<file path="src/sv/fixed_timestep_tick_generator_defines.svh">
// Assertion macros shared by the tick generator RTL.
// Depends on nothing; included by files that carry concurrent assertions.
`ifndef FIXED_TIMESTEP_TICK_GENERATOR_DEFINES_SVH
`define FIXED_TIMESTEP_TICK_GENERATOR_DEFINES_SVH

// Same-cycle implication, disabled during reset.
`define FTG_ASSERT_NOW(label, clk, rst_n, ante, cons, msg) \
  label: assert property (@(posedge clk) disable iff (!(rst_n)) (ante) |-> (cons)) \
    else $error(msg);

// Next-cycle implication, disabled during reset.
`define FTG_ASSERT_NEXT(label, clk, rst_n, ante, cons, msg) \
  label: assert property (@(posedge clk) disable iff (!(rst_n)) (ante) |=> (cons)) \
    else $error(msg);

`endif

</file>
<file path="src/sv/ftg_pkg.sv">
// Package of the fixed-timestep tick generator: widths, reset values,
// register indexes and the request/response types of the shared ALU.
package ftg_pkg;

  localparam int DELTA_W       = 32;
  localparam int FIXED_STEP_W  = 20;
  localparam int BACKLOG_W     = 22;
  localparam int SUBSTEPS_W    = 5;
  localparam int STEP_IDX_W    = 5;
  localparam int ALPHA_W       = 16;
  localparam int TIME_LEFT_W   = 22;
  localparam int CFG_INDEX_W   = 2;
  localparam int CFG_DATA_W    = 22;

  // Wide enough for a 32-bit delta plus a carry; TIME_BITS never exceeds 32.
  localparam int ALU_W         = 33;

  localparam int SUBSTEP_LIMIT_DEF = 16;
  localparam int TIME_BITS_DEF     = 22;

  localparam logic [FIXED_STEP_W-1:0] FIXED_STEP_RST   = 20'd16667;
  localparam logic [BACKLOG_W-1:0]    MAX_BACKLOG_RST  = 22'd250000;
  localparam logic [SUBSTEPS_W-1:0]   MAX_SUBSTEPS_RST = 5'd8;

  typedef enum logic [CFG_INDEX_W-1:0] {
    REG_FIXED_STEP   = 2'd0,
    REG_MAX_BACKLOG  = 2'd1,
    REG_MAX_SUBSTEPS = 2'd2
  } cfg_reg_t;

  typedef enum logic {
    ALU_ADD,
    ALU_SUB
  } alu_op_t;

  typedef struct packed {
    alu_op_t          op;
    logic [ALU_W-1:0] a;
    logic [ALU_W-1:0] b;
  } alu_req_t;

  // carry is the carry out on an add and the borrow on a subtract.
  typedef struct packed {
    logic [ALU_W-1:0] res;
    logic             carry;
  } alu_rsp_t;

endpackage

</file>
<file path="src/sv/ftg_in_if.sv">
// Input channel of the tick generator: one frame delta per beat.
// Depends on ftg_pkg for the field width.
interface ftg_in_if
  import ftg_pkg::*;
();
  logic               valid;
  logic               ready;
  logic [DELTA_W-1:0] frame_delta;

  modport source (output valid, output frame_delta, input ready);
  modport sink   (input valid, input frame_delta, output ready);
endinterface

</file>
<file path="src/sv/ftg_out_if.sv">
// Result channel of the tick generator: one tick or final summary per beat.
// Depends on ftg_pkg for the field widths.
interface ftg_out_if
  import ftg_pkg::*;
();
  logic                   valid;
  logic                   ready;
  logic                   is_final;
  logic [STEP_IDX_W-1:0]  step_index;
  logic [ALPHA_W-1:0]     alpha_fraction;
  logic [TIME_LEFT_W-1:0] time_left;

  modport source (output valid, output is_final, output step_index,
                  output alpha_fraction, output time_left, input ready);
  modport sink   (input valid, input is_final, input step_index,
                  input alpha_fraction, input time_left, output ready);
endinterface

</file>
<file path="src/sv/fixed_timestep_tick_generator.sv">
// Fixed-timestep tick generator. Each input beat is a frame delta in
// microseconds; the block clamps it, accumulates it and emits one tick beat
// per fixed step (up to the substep cap), then a final beat with the step
// count and the leftover as a Q0.16 fraction of a step. All arithmetic runs
// through one shared add/subtract unit under a sequencer: it takes the delta,
// clamps it to the backlog limit, adds the backlog, clamps the sum, runs the
// step loop with one tick per step (stalling while the result side is full),
// runs sixteen restoring-division iterations for the fraction and then issues
// the final beat. The input is not ready until the final beat has been loaded
// into the output register.
// Depends on ftg_pkg, ftg_in_if, ftg_out_if, ftg_alu and the defines header.
`include "fixed_timestep_tick_generator_defines.svh"

module fixed_timestep_tick_generator
  import ftg_pkg::*;
#(
  parameter int SUBSTEP_LIMIT = SUBSTEP_LIMIT_DEF,
  parameter int TIME_BITS     = TIME_BITS_DEF
) (
  input  logic                   clk,
  input  logic                   rst_n,
  ftg_in_if.sink                 in_ch,
  ftg_out_if.source              out_ch,
  input  logic                   cfg_we,
  input  logic [CFG_INDEX_W-1:0] cfg_index,
  input  logic [CFG_DATA_W-1:0]  cfg_wdata
);

  // The step counter is five bits wide, so the cap can never exceed 31.
  localparam int CAP_MAX = (SUBSTEP_LIMIT > 31) ? 31 : SUBSTEP_LIMIT;
  localparam int DIV_CNT_W = $clog2(ALPHA_W);

  typedef enum logic [2:0] {
    S_IDLE,
    S_CLAMP_D,
    S_ADD,
    S_CLAMP_S,
    S_LOOP,
    S_DIV,
    S_FINAL
  } state_t;

  state_t                  state_r;
  logic [FIXED_STEP_W-1:0] fixed_step_r;
  logic [BACKLOG_W-1:0]    max_backlog_r;
  logic [SUBSTEPS_W-1:0]   max_substeps_r;

  logic [TIME_BITS-1:0]    backlog_r;
  logic [STEP_IDX_W-1:0]   count_r;
  logic [ALU_W-1:0]        acc_r;
  logic [FIXED_STEP_W-1:0] rem_r;
  logic [ALPHA_W-1:0]      quo_r;
  logic [DIV_CNT_W-1:0]    div_cnt_r;

  logic                    out_valid_r;
  logic                    out_final_r;
  logic [STEP_IDX_W-1:0]   out_index_r;
  logic [ALPHA_W-1:0]      out_alpha_r;
  logic [TIME_LEFT_W-1:0]  out_left_r;

  alu_req_t alu_req;
  alu_rsp_t alu_rsp;

  logic [FIXED_STEP_W-1:0]         step_eff;
  logic [SUBSTEPS_W-1:0]           cap;
  logic [TIME_BITS-1:0]            limit;
  logic [TIME_BITS+BACKLOG_W-1:0]  limit_ext;
  logic [ALU_W+TIME_BITS-1:0]      limit_alu_ext;
  logic [ALU_W+TIME_BITS-1:0]      bl_alu_ext;
  logic [TIME_BITS+FIXED_STEP_W-1:0] bl_rem_ext;
  logic [TIME_LEFT_W+TIME_BITS-1:0] tick_left_ext;
  logic [TIME_LEFT_W+TIME_BITS-1:0] final_left_ext;
  logic [ALU_W-1:0]                step_alu;
  logic [FIXED_STEP_W:0]           div_shift;
  logic                            out_free;
  logic                            cap_hit;
  logic                            out_load;

  ftg_alu u_alu (
    .req (alu_req),
    .rsp (alu_rsp)
  );

  always_comb begin
    step_eff       = (fixed_step_r == '0) ? FIXED_STEP_W'(1) : fixed_step_r;
    cap            = (max_substeps_r > SUBSTEPS_W'(CAP_MAX)) ? SUBSTEPS_W'(CAP_MAX)
                                                             : max_substeps_r;
    limit_ext      = {{TIME_BITS{1'b0}}, max_backlog_r};
    limit          = limit_ext[TIME_BITS-1:0];
    limit_alu_ext  = {{ALU_W{1'b0}}, limit};
    bl_alu_ext     = {{ALU_W{1'b0}}, backlog_r};
    bl_rem_ext     = {{FIXED_STEP_W{1'b0}}, backlog_r};
    tick_left_ext  = {{TIME_LEFT_W{1'b0}}, alu_rsp.res[TIME_BITS-1:0]};
    final_left_ext = {{TIME_LEFT_W{1'b0}}, backlog_r};
    step_alu       = {{(ALU_W-FIXED_STEP_W){1'b0}}, step_eff};
    div_shift      = {rem_r, 1'b0};
    out_free       = !out_valid_r || out_ch.ready;
    cap_hit        = count_r >= cap;
    // A tick or the final beat enters the output register this cycle.
    out_load       = out_free && (((state_r == S_LOOP) && !cap_hit && !alu_rsp.carry) ||
                                  (state_r == S_FINAL));
  end

  // Operand selection for the shared unit.
  always_comb begin
    alu_req.op = ALU_SUB;
    alu_req.a  = limit_alu_ext[ALU_W-1:0];
    alu_req.b  = acc_r;
    unique case (state_r)
      S_ADD: begin
        alu_req.op = ALU_ADD;
        alu_req.a  = bl_alu_ext[ALU_W-1:0];
        alu_req.b  = acc_r;
      end
      S_LOOP: begin
        alu_req.a = bl_alu_ext[ALU_W-1:0];
        alu_req.b = step_alu;
      end
      S_DIV: begin
        alu_req.a = {{(ALU_W-FIXED_STEP_W-1){1'b0}}, div_shift};
        alu_req.b = step_alu;
      end
      default: begin
      end
    endcase
  end

  always_ff @(posedge clk) begin
    if (!rst_n) begin
      state_r        <= S_IDLE;
      fixed_step_r   <= FIXED_STEP_RST;
      max_backlog_r  <= MAX_BACKLOG_RST;
      max_substeps_r <= MAX_SUBSTEPS_RST;
      backlog_r      <= '0;
      count_r        <= '0;
      out_valid_r    <= 1'b0;
    end else begin
      if (cfg_we) begin
        unique case (cfg_index)
          REG_FIXED_STEP:   fixed_step_r   <= cfg_wdata[FIXED_STEP_W-1:0];
          REG_MAX_BACKLOG:  max_backlog_r  <= cfg_wdata[BACKLOG_W-1:0];
          REG_MAX_SUBSTEPS: max_substeps_r <= cfg_wdata[SUBSTEPS_W-1:0];
          default: begin
          end
        endcase
      end

      if (out_load) begin
        out_valid_r <= 1'b1;
      end else if (out_valid_r && out_ch.ready) begin
        out_valid_r <= 1'b0;
      end

      unique case (state_r)
        S_IDLE: begin
          if (in_ch.valid) begin
            acc_r   <= {{(ALU_W-DELTA_W){1'b0}}, in_ch.frame_delta};
            count_r <= '0;
            state_r <= S_CLAMP_D;
          end
        end
        S_CLAMP_D: begin
          // A borrow from limit - delta means the delta exceeds the limit.
          if (alu_rsp.carry) begin
            acc_r <= limit_alu_ext[ALU_W-1:0];
          end
          state_r <= S_ADD;
        end
        S_ADD: begin
          acc_r   <= alu_rsp.res;
          state_r <= S_CLAMP_S;
        end
        S_CLAMP_S: begin
          backlog_r <= alu_rsp.carry ? limit : acc_r[TIME_BITS-1:0];
          state_r   <= S_LOOP;
        end
        S_LOOP: begin
          if (cap_hit) begin
            backlog_r <= '0;
            rem_r     <= '0;
            quo_r     <= '0;
            div_cnt_r <= '0;
            state_r   <= S_DIV;
          end else if (alu_rsp.carry) begin
            // Less than one step is left; it is below the step, so it fits.
            rem_r     <= bl_rem_ext[FIXED_STEP_W-1:0];
            quo_r     <= '0;
            div_cnt_r <= '0;
            state_r   <= S_DIV;
          end else if (out_free) begin
            backlog_r   <= alu_rsp.res[TIME_BITS-1:0];
            count_r     <= count_r + STEP_IDX_W'(1);
            out_final_r <= 1'b0;
            out_index_r <= count_r + STEP_IDX_W'(1);
            out_alpha_r <= '0;
            out_left_r  <= tick_left_ext[TIME_LEFT_W-1:0];
          end
        end
        S_DIV: begin
          // Restoring division of backlog * 2^16 by the step, one bit a cycle.
          rem_r     <= alu_rsp.carry ? div_shift[FIXED_STEP_W-1:0]
                                     : alu_rsp.res[FIXED_STEP_W-1:0];
          quo_r     <= {quo_r[ALPHA_W-2:0], !alu_rsp.carry};
          div_cnt_r <= div_cnt_r + DIV_CNT_W'(1);
          if (div_cnt_r == DIV_CNT_W'(ALPHA_W - 1)) begin
            state_r <= S_FINAL;
          end
        end
        S_FINAL: begin
          // The backlog is below one step here, so the quotient never
          // reaches one and needs no saturation.
          if (out_free) begin
            out_final_r <= 1'b1;
            out_index_r <= count_r;
            out_alpha_r <= quo_r;
            out_left_r  <= final_left_ext[TIME_LEFT_W-1:0];
            state_r     <= S_IDLE;
          end
        end
        default: state_r <= S_IDLE;
      endcase
    end
  end

  assign in_ch.ready           = (state_r == S_IDLE);
  assign out_ch.valid          = out_valid_r;
  assign out_ch.is_final       = out_final_r;
  assign out_ch.step_index     = out_index_r;
  assign out_ch.alpha_fraction = out_alpha_r;
  assign out_ch.time_left      = out_left_r;

  `FTG_ASSERT_NOW(a_tick_index_in_cap, clk, rst_n,
                  out_valid_r && !out_final_r,
                  (out_index_r != '0) && (out_index_r <= cap),
                  "tick beat carries an index outside the substep cap")

  `FTG_ASSERT_NOW(a_backlog_in_limit, clk, rst_n,
                  state_r == S_LOOP, backlog_r <= limit,
                  "backlog exceeds the limit inside the step loop")

  `FTG_ASSERT_NOW(a_rem_below_step, clk, rst_n,
                  state_r == S_DIV, rem_r < step_eff,
                  "division remainder is not below the step")

  `FTG_ASSERT_NEXT(a_accept_starts_work, clk, rst_n,
                   in_ch.valid && in_ch.ready, state_r == S_CLAMP_D,
                   "accepted delta did not start the sequencer")

endmodule

</file>
<file path="src/sv/ftg_alu.sv">
// Shared add/subtract unit of the tick generator, used for every clamp,
// the accumulate, the step subtractions and the division iterations.
// Depends on ftg_pkg.
module ftg_alu
  import ftg_pkg::*;
(
  input  alu_req_t req,
  output alu_rsp_t rsp
);

  logic [ALU_W:0] sum;

  always_comb begin
    unique case (req.op)
      ALU_ADD: sum = {1'b0, req.a} + {1'b0, req.b};
      ALU_SUB: sum = {1'b0, req.a} - {1'b0, req.b};
      default: sum = '0;
    endcase
    rsp.res   = sum[ALU_W-1:0];
    rsp.carry = sum[ALU_W];
  end

endmodule

</file>
<file path="src/flat_wrapper.sv">
// flat-port wrapper written by rule: the top's interface ports become plain ports
module fixed_timestep_tick_generator_flat import ftg_pkg::*;
#(
  parameter int SUBSTEP_LIMIT = SUBSTEP_LIMIT_DEF,
  parameter int TIME_BITS     = TIME_BITS_DEF
)
  (clk, rst_n, cfg_we, cfg_index, cfg_wdata, in_ch_valid, in_ch_frame_delta, in_ch_ready, out_ch_valid, out_ch_is_final, out_ch_step_index, out_ch_alpha_fraction, out_ch_time_left, out_ch_ready);
  ftg_in_if in_ch_i ();
  ftg_out_if out_ch_i ();
  input  logic clk;
  input  logic rst_n;
  input  logic cfg_we;
  input  logic [CFG_INDEX_W-1:0] cfg_index;
  input  logic [CFG_DATA_W-1:0] cfg_wdata;
  input wire logic [$bits(in_ch_i.valid)-1:0] in_ch_valid;
  input wire logic [$bits(in_ch_i.frame_delta)-1:0] in_ch_frame_delta;
  output wire logic [$bits(in_ch_i.ready)-1:0] in_ch_ready;
  output wire logic [$bits(out_ch_i.valid)-1:0] out_ch_valid;
  output wire logic [$bits(out_ch_i.is_final)-1:0] out_ch_is_final;
  output wire logic [$bits(out_ch_i.step_index)-1:0] out_ch_step_index;
  output wire logic [$bits(out_ch_i.alpha_fraction)-1:0] out_ch_alpha_fraction;
  output wire logic [$bits(out_ch_i.time_left)-1:0] out_ch_time_left;
  input wire logic [$bits(out_ch_i.ready)-1:0] out_ch_ready;
  assign in_ch_i.valid = in_ch_valid;
  assign in_ch_i.frame_delta = in_ch_frame_delta;
  assign in_ch_ready = in_ch_i.ready;
  assign out_ch_valid = out_ch_i.valid;
  assign out_ch_is_final = out_ch_i.is_final;
  assign out_ch_step_index = out_ch_i.step_index;
  assign out_ch_alpha_fraction = out_ch_i.alpha_fraction;
  assign out_ch_time_left = out_ch_i.time_left;
  assign out_ch_i.ready = out_ch_ready;
  fixed_timestep_tick_generator #(.SUBSTEP_LIMIT(SUBSTEP_LIMIT), .TIME_BITS(TIME_BITS)) u_core (.clk(clk), .rst_n(rst_n), .in_ch(in_ch_i), .out_ch(out_ch_i), .cfg_we(cfg_we), .cfg_index(cfg_index), .cfg_wdata(cfg_wdata));
endmodule
</file>
<file path="config.mk">
export PLATFORM = sky130hd
export DESIGN_NAME = fixed_timestep_tick_generator_flat
export DESIGN_NICKNAME = d
export VERILOG_FILES = /design/src/sv/ftg_pkg.sv /design/src/sv/ftg_in_if.sv /design/src/sv/ftg_out_if.sv /design/src/sv/fixed_timestep_tick_generator.sv /design/src/sv/ftg_alu.sv /design/src/flat_wrapper.sv
export VERILOG_INCLUDE_DIRS = /design/src /design/src/sv
export SDC_FILE = /design/constraint.sdc
export NUM_CORES = 1
export LEC_CHECK = 0
export ABC_AREA = 1
export BUFFER_PORTS_ARGS = -buffer_cell sky130_fd_sc_hd__buf_4
export CAP_MARGIN = 30
export CORE_MARGIN = 1.5
export CORE_UTILIZATION = 38
export CTS_CLUSTER_DIAMETER = 30
export DETAILED_ROUTE_END_ITERATION = 10
export GPL_ROUTABILITY_DRIVEN = 0
export PLACE_DENSITY_LB_ADDON = 0.08
export SETUP_SLACK_MARGIN = 0.02
export SLEW_MARGIN = 20
export SYNTH_ARGS = -nofsm -noshare
export SYNTH_HDL_FRONTEND = slang
export SYNTH_SLANG_ARGS = --single-unit
</file>
<file path="constraint.sdc">
create_clock -name clk -period 5.2 [get_ports clk]
set_clock_uncertainty 0.1 [all_clocks]
set_input_delay 0.52 -clock clk [delete_from_list [all_inputs] [get_ports clk]]
set_output_delay 0.52 -clock clk [all_outputs]
set_load 0.02 [all_outputs]
</file>
==> metrics.md, run 1 <==
| Metric | Value |
|---|---|
| CTS tree | built |
| Global route total overflow | 0 |
| Die width | 185 um |
| Crit-path leading delay family | simple AND/OR/NAND/NOR gates |
| Period utilisation layout | 92.1% |
| Routed wire length per instance | 18.9 um |
| Worst path cell trace | nor2_2, nand2_1, inv_1, nor2_1, clkinvlp_4, buf_4, a21oi_1, o21ai_0, ha_1, nand2_1, nor2_1, nand2_1, nand2_1, nand3_1, nand2_1, nand2_1, nand2_1, nand3_4, nand2_4, buf_12, nor2_1, buf_4, o21ai_0, o21ai_0 |
| Total power | 7790 uW |
| Ys flop type | edfxtp_1 |
| Maxcap violations | 0 |
| Layout cells sized above 1 | 10.8% |
| Sequential area share after synthesis | 40.4% |
| Hold crit path type | input port to flop |
| Finish-stage setup viols | 0 |
| Number of synthesis warnings | 0 |
| Run status | finished, final reports clean |
| CP max stage delay | 490 ps |
| Gr usage total | 25.9% |
| Cell row count | 66 |
| DR vias/cell | 5.21 |
| Hold Vio Cnt, Final | 0 |
| Clock Tree Buf Depth | 2 |
| CP bufs+invs | 5 |
| CTS Buf Count | 17 |
| Worst-path clk slew | 80 ps |
| Antenna Cells | 0 |
| Net Count, Synth | 1,873 |
| Pin count of the biggest net entering global routing | 70 |
| Initial antenna violation count | 0 |
| GRT busiest layer | met2 |
| Clock Root Buffer | clkbuf_16 |
| Met3 Use GR | 2.83% |
| Worst slew pin tran | 896 ps |
| Most frequent CP cell | nand2_1 |
| Global Route met1 Usage | 37.2% |
| Cell area after synthesis | 12,600 um^2 |
| Antenna Nets Post-Route | 0 |
| #FFs+latches synth | 195 |
| Die height | 185 um |
| Data required time of the worst path | 5290 ps |
| Initial drt markers | 1,335 |
| Largest vdd supply drop | 0.261 mV |
| CP Data Arrival Time | 4870 ps |
| Post-synth EDFFs | 117 |
| Count of pins over their slew limit | 0 |
| Die ar. | 34,200 um^2 |
| CTS Sinks | 195 |
| Hpwl dp | 32,600 um |
| Pre-antenna DRT Iters | 7 |
| Slowest cell on crit path | ha_1 |
| WHS | 197 ps |
| Total wire length | 43,300 um |
| Ports | 107 |
| I/O Buffers | 106 |
| Tmin final | 4790 ps |
| Slew HR | 39.7% |
| Static Leak | 0.00668 uW |
| Crit end category | flop |
| First-pass GRT wire length | 65,700 um |
| RSZ-0062 raised after global routing | no |
| Pwr dens | 540 nW/um^2 |
| GR Layer Usage met2 | 40.0% |
| Type of the worst setup path | flop to flop |
| Syn Inst Count | 1,759 |
| Distinct cells, synth | 47 |
| Nets | 1,950 |
| Clk_lat worst skew | 460 ps |
| Synth Area per Inst | 7.14 um^2 |
| DRC viols | 0 |
| Fill cells | 3,417 |
| # hold bufs at CTS | 0 |
| Initial Utilization | 38.6% |
| Asr flop ratio synth | 0% |
| Setup crit start kind | flop |
| Area Growth Syn to Fin | 14.8% |
| Vias | 11,900 |
| Vias in the first global route | 11,100 |
| Core Region | 32,500 um^2 |
| CP Max Fanout | 29 |
| H-tree depth | 4 |
| Fmax | 209 MHz |
[power breakdown]
group          switching [uW]  internal (uW)  total (uW)
Sequential                128           2000        2130
Combinational            3080           1250        4330
Clock                     650            683        1330
[cells in the mapped netlist, drive strengths merged (2+ instances only)]
cell type	n	share of area, %
and2	3	0.15
buf	33	1.5
a31oi	5	0.25
nor3	18	0.76
xnor2	2	0.14
ha	51	5.1
a22oi	21	1.3
inv	248	7.4
o211ai	16	0.96
nand2	415	13
dfxtp	78	12
nor2	226	6.8
o21ai	169	6.8
clkbuf	49	1.5
a21o	4	0.24
xor2	17	1.2
nor4	6	0.30
edfxtp	117	28
nand4	17	0.95
a21oi	112	4.5
fa	2	0.32
nand3	109	4.5
o21bai	3	0.18
o22ai	19	0.95
o21a	12	0.72
[metrics by stage]
step	setup WS [ps]	std cells	util [%]	instance area (um^2)	setup TNS, ps
detailed placement	-60.8	2257	42.5	13800	-2460
global placement	117	2257	42.5	13800	0
floorplan	341	1759	-	12600	0
finish	412	2291	44.3	14400	0
CTS	166	2289	44.3	14400	0
global route	89.3	2291	44.3	14400	0
[cells in the final DEF, fill, tap and decap left out, types with 12 or more instances in the layout]
cell / Yosys / routed
edfxtp_1: 117 / 117
nand3_1: 107 / 107
nand2_1: 406 / 406
o21ai_0: 163 / 163
a21oi_1: 111 / 111
o21a_1: 12 / 12
xor2_1: 17 / 17
nand4_1: 15 / 15
inv_1: 244 / 241
ha_1: 51 / 51
nor3_1: 17 / 16
nor2_1: 223 / 223
a22oi_1: 21 / 21
dfxtp_1: 78 / 77
buf_4: 3 / 137
o211ai_1: 16 / 16
clkbuf_16: 0 / 19
o22ai_1: 19 / 19
[timing repair]
action                                  4_1_cts  5_1_grt
endpoints found under the hold margin         0        0
endpoints found under the setup margin       44      159
setup buffers                                 0        2
gates resized for setup                       1        3
[worst paths after layout]
path,cells past startpoint,from,to,slack [ps]
worst max-delay path,24,u_core.state_r[0],u_core.rem_r[8],410
worst min-delay path,3,cfg_wdata[19],u_core.fixed_step_r[19],200
worst max register to register,24,u_core.state_r[0],u_core.rem_r[8],410
worst min register to register,2,u_core.max_substeps_r[3],u_core.max_substeps_r[3],360
[cell families (layout without fill, tap and decap cells)]
logic type | Yosys count | in the layout | share of synthesized area, %
AO/OA/AOI/OAI | 365 | 365 | 16.1
XOR/XNOR | 19 | 19 | 1.32
adder cells (fa/ha/maj) | 53 | 53 | 5.40
buffers and inverters | 331 | 421 | 10.5
flip-flops | 195 | 195 | 40.4
AND/OR/NAND/NOR | 796 | 796 | 26.3
[routing by layer]
layer  up-vias  wire (um)
met5         -          0
met4         0       1310
met3        49       2470
met2       417      19100
met1      5566      20400
li1       5895          -
[flip-flops by register name, summed over array words and instances, names as in the netlist]
name	cells
u_core.backlog_r	22
u_core.quo_r	16
u_core.out_ch.time_left	22
u_core.acc_r	33
u_core.out_ch.step_index	5
u_core.max_substeps_r	5
u_core.out_ch.valid	1
u_core.fixed_step_r	20
u_core.count_r	5
u_core.out_ch.alpha_fraction	16
u_core.out_ch.is_final	1
u_core.state_r	3
u_core.div_cnt_r	4
u_core.limit	22
u_core.rem_r	20
[layout make-up]
cell class / instances / area, um^2 / area share, %
inverters: 249 / 946 / 6.56
repair buffers: 140 / 1090 / 7.55
well taps: 442 / 553 / 3.83
clock buffers: 21 / 483 / 3.35
multi-input cells: 1233 / 6190 / 42.9
clock inverters: 11 / 88.8 / 0.616
flip-flops and latches: 195 / 5080 / 35.2
[tightest hold or removal path, cell delays in order]
cell and delay, ps:
buf_4 80, nor2_1 30, nor2_1 80
Power figures use the tool's default switching activity.
==> inputs of run 2 (changes only) <==
==> constraint.sdc (replaced) <==
create_clock -name clk -period 5.2 [get_ports clk]
set_clock_uncertainty 0.1 [all_clocks]
set_input_delay 0 -clock clk [delete_from_list [all_inputs] [get_ports clk]]
set_output_delay 0 -clock clk [all_outputs]
set_load 0.02 [all_outputs]
==> metrics.md, run 2 (synthesis results as in run 1) <==
| Metric | Value |
|---|---|
| Cell Area, Placed | 13,800 um^2 (unchanged) |
| Most common cell after layout, fill and taps aside | nand2_1 |
| Net Sw Frac | 49.4% (-0.097 points) |
| Ports | 107 (unchanged) |
| DR vias/cell | 5.20 (-0.21%) |
| Antenna Cells | 0 (unchanged) |
| Routed wire length per instance | 18.8 um (-0.59%) |
| Tmin final | 4840 ps (+53.0 ps) |
| Data required time of the worst path | 5280 ps (about the same) |
| Cell area after layout | 15,100 um^2 (+4.4%) |
| Slew HR | 37.3% (-2.4 points) |
| Reg area | 5080 um^2 (unchanged) |
| Combinational share of power | 55.8% (+0.2 points) |
| CP Data Arrival Time | 4920 ps (+50 ps) |
| Hold Vio Cnt, Final | 0 (unchanged) |
| Worst setup margin | 359 ps (-53.0 ps) |
| Pre-antenna DRT Iters | 5 (-2) |
| H-tree depth | 4 (unchanged) |
| RSZ-0062 raised after global routing | no |
| Sequential share of power | 27.2% (about the same) |
| Type of the worst setup path | flop to flop |
| Worst-path clk slew | 80 ps (about the same) |
| Clock power share | 17.0% (about the same) |
| Largest vdd supply drop | 0.260 mV (-0.49%) |
| Hpwl dp | 32,600 um (unchanged) |
| Die width | 185 um (unchanged) |
| Vias in the first global route | 11,400 (+3.2%) |
| CTS Sinks | 195 (unchanged) |
| Die height | 185 um (unchanged) |
| Commonest non-fill, non-tap cells in the layout | nand2_1, inv_1, nor2_1, o21ai_0, buf_4 |
| Layout cells sized above 1 | 10.4% (-0.36 points) |
| CTS tree | built |
| Finish-stage setup viols | 0 (unchanged) |
| Vias | 12,200 (+2.6%) |
| Period utilisation layout | 93.1% (+1.0 points) |
| Total wire length | 44,200 um (+2.2%) |
| Static Leak | 0.00694 uW (+3.9%) |
| Count of pins over their slew limit | 0 (unchanged) |
| Most flop-heavy register | u_core.acc_r |
| Core Util, Final | 46.3% (+2.0 points) |
| Setup crit start kind | flop |
| Pwr dens | 520 nW/um^2 (-3.7%) |
| Clk_lat worst skew | 450 ps (about the same) |
| Initial drt markers | 1,337 (+0.15%) |
| Max reg flops | 33 (unchanged) |
| Nets | 2,014 (+3.3%) |
| Initial antenna violation count | 0 (unchanged) |
| Pre-CTS setup slack | -60.8 ps (unchanged) |
| TNS Setup | 0 ps (unchanged) |
| CTS Buf Count | 17 (unchanged) |
| Worst slew pin tran | 939 ps (+43.8 ps) |
| Pin count of the biggest net entering global routing | 70 (unchanged) |
| Crit end category | flop |
| Gr usage total | 26.4% (+0.47 points) |
| Fill cells | 3,354 (-1.8%) |
| Multi-input gate area | 6190 um^2 (unchanged) |
| Clock Root Buffer | clkbuf_16 |
| Net switching power | 3870 uW (+0.39%) |
| I/O Buffers | 106 (unchanged) |
| Maxcap violations | 0 (unchanged) |
| Fmax | 207 MHz (-1.1%) |
| Global route total overflow | 0 (unchanged) |
| Core Region | 32,500 um^2 (unchanged) |
| DRC viols | 0 (unchanged) |
| First-pass GRT wire length | 67,000 um (+2.0%) |
| Initial Utilization | 38.6% (unchanged) |
| Antenna Nets Post-Route | 0 (unchanged) |
| Hold crit path type | input port to flop |
| P_int | 3970 uW (+0.78%) |
| Die ar. | 34,200 um^2 (unchanged) |
| Area Growth Syn to Fin | 19.9% |
| Clock Tree Buf Depth | 2 (unchanged) |
| Cell row count | 66 (unchanged) |
| Run status | finished, final reports clean |
| CP Max Fanout | 29 (unchanged) |
==> run 2: changes by cell type in the layout (fill, tap and decap cells not counted), sizes merged <==
| cell | change |
|---|---|
| dlygate4sd3 | +64 |
==> run 2: worst paths after layout <==
path	depth (start not counted)	start	slack, ps	endpoint
worst min register to register	2	u_core.max_substeps_r[0]	370	u_core.max_substeps_r[0]
worst max register to register	24	u_core.state_r[0]	360	u_core.rem_r[8]
worst min-delay path	3	rst_n	30	u_core.backlog_r[3]
worst max-delay path	24	u_core.state_r[0]	360	u_core.rem_r[8]
==> run 2: per-stage QoR <==
stage	cells	hold WS (ps)	total power, uW
floorplan	1759	26.3	4890
global placement	2257	132	6360
detailed placement	2257	138	6370
CTS	2353	11.0	7750
global route	2355	41.5	8390
finish	2355	34.7	7830
==> run 2: power groups by stage <==
stage          Sequential, uW  Clock, uW  Combinational (uW)
2_1_floorplan            2160          0                2740
3_3_place_gp             2160          0                4200
3_5_place_dp             2160          0                4210
4_1_cts                  2130       1360                4270
5_1_grt                  2150       1420                4810
6_report                 2130       1330                4370
==> run 2: what timing repair did <==
item                       in CTS  in global routing
setup endpoints to repair      44                159
buffers inserted                0                  2
gates resized for setup         1                  3
hold buffers                   64                  0
hold endpoints to repair       82                  0
==> run 2: final cells by class <==
type / count / area share (%)
multi-input cells: 1233 / 41.1
repair buffers: 204 / 11.5
clock buffers: 21 / 3.21
clock inverters: 11 / 0.590
well taps: 442 / 3.67
inverters: 249 / 6.28
flip-flops and latches: 195 / 33.7
==> run 2: worst max-delay path, stage by stage (launching register included) <==
cell	delay, ps
dfxtp_2	450
nor2_2	80
nand2_1	110
inv_1	70
nor2_1	230
clkinvlp_4	150
buf_4	190
a21oi_1	220
o21ai_0	260
ha_1	530
nand2_1	160
nor2_1	190
nand2_1	90
nand2_1	70
nand3_1	110
nand2_1	190
nand2_1	70
nand2_1	140
nand3_4	150
nand2_4	190
buf_12	210
nor2_1	60
buf_4	230
o21ai_0	160
o21ai_0	100
==> run 2: per-layer routing <==
layer  share of wire (%)  vias to the layer above  GRT usage [%]
met5                   0                        -              0
met4                 3.4                        0           11.1
met2                  44                      438           40.6
met1                  46                     5693           37.2
li1                    -                     6042              -
met3                 6.5                       62           3.28
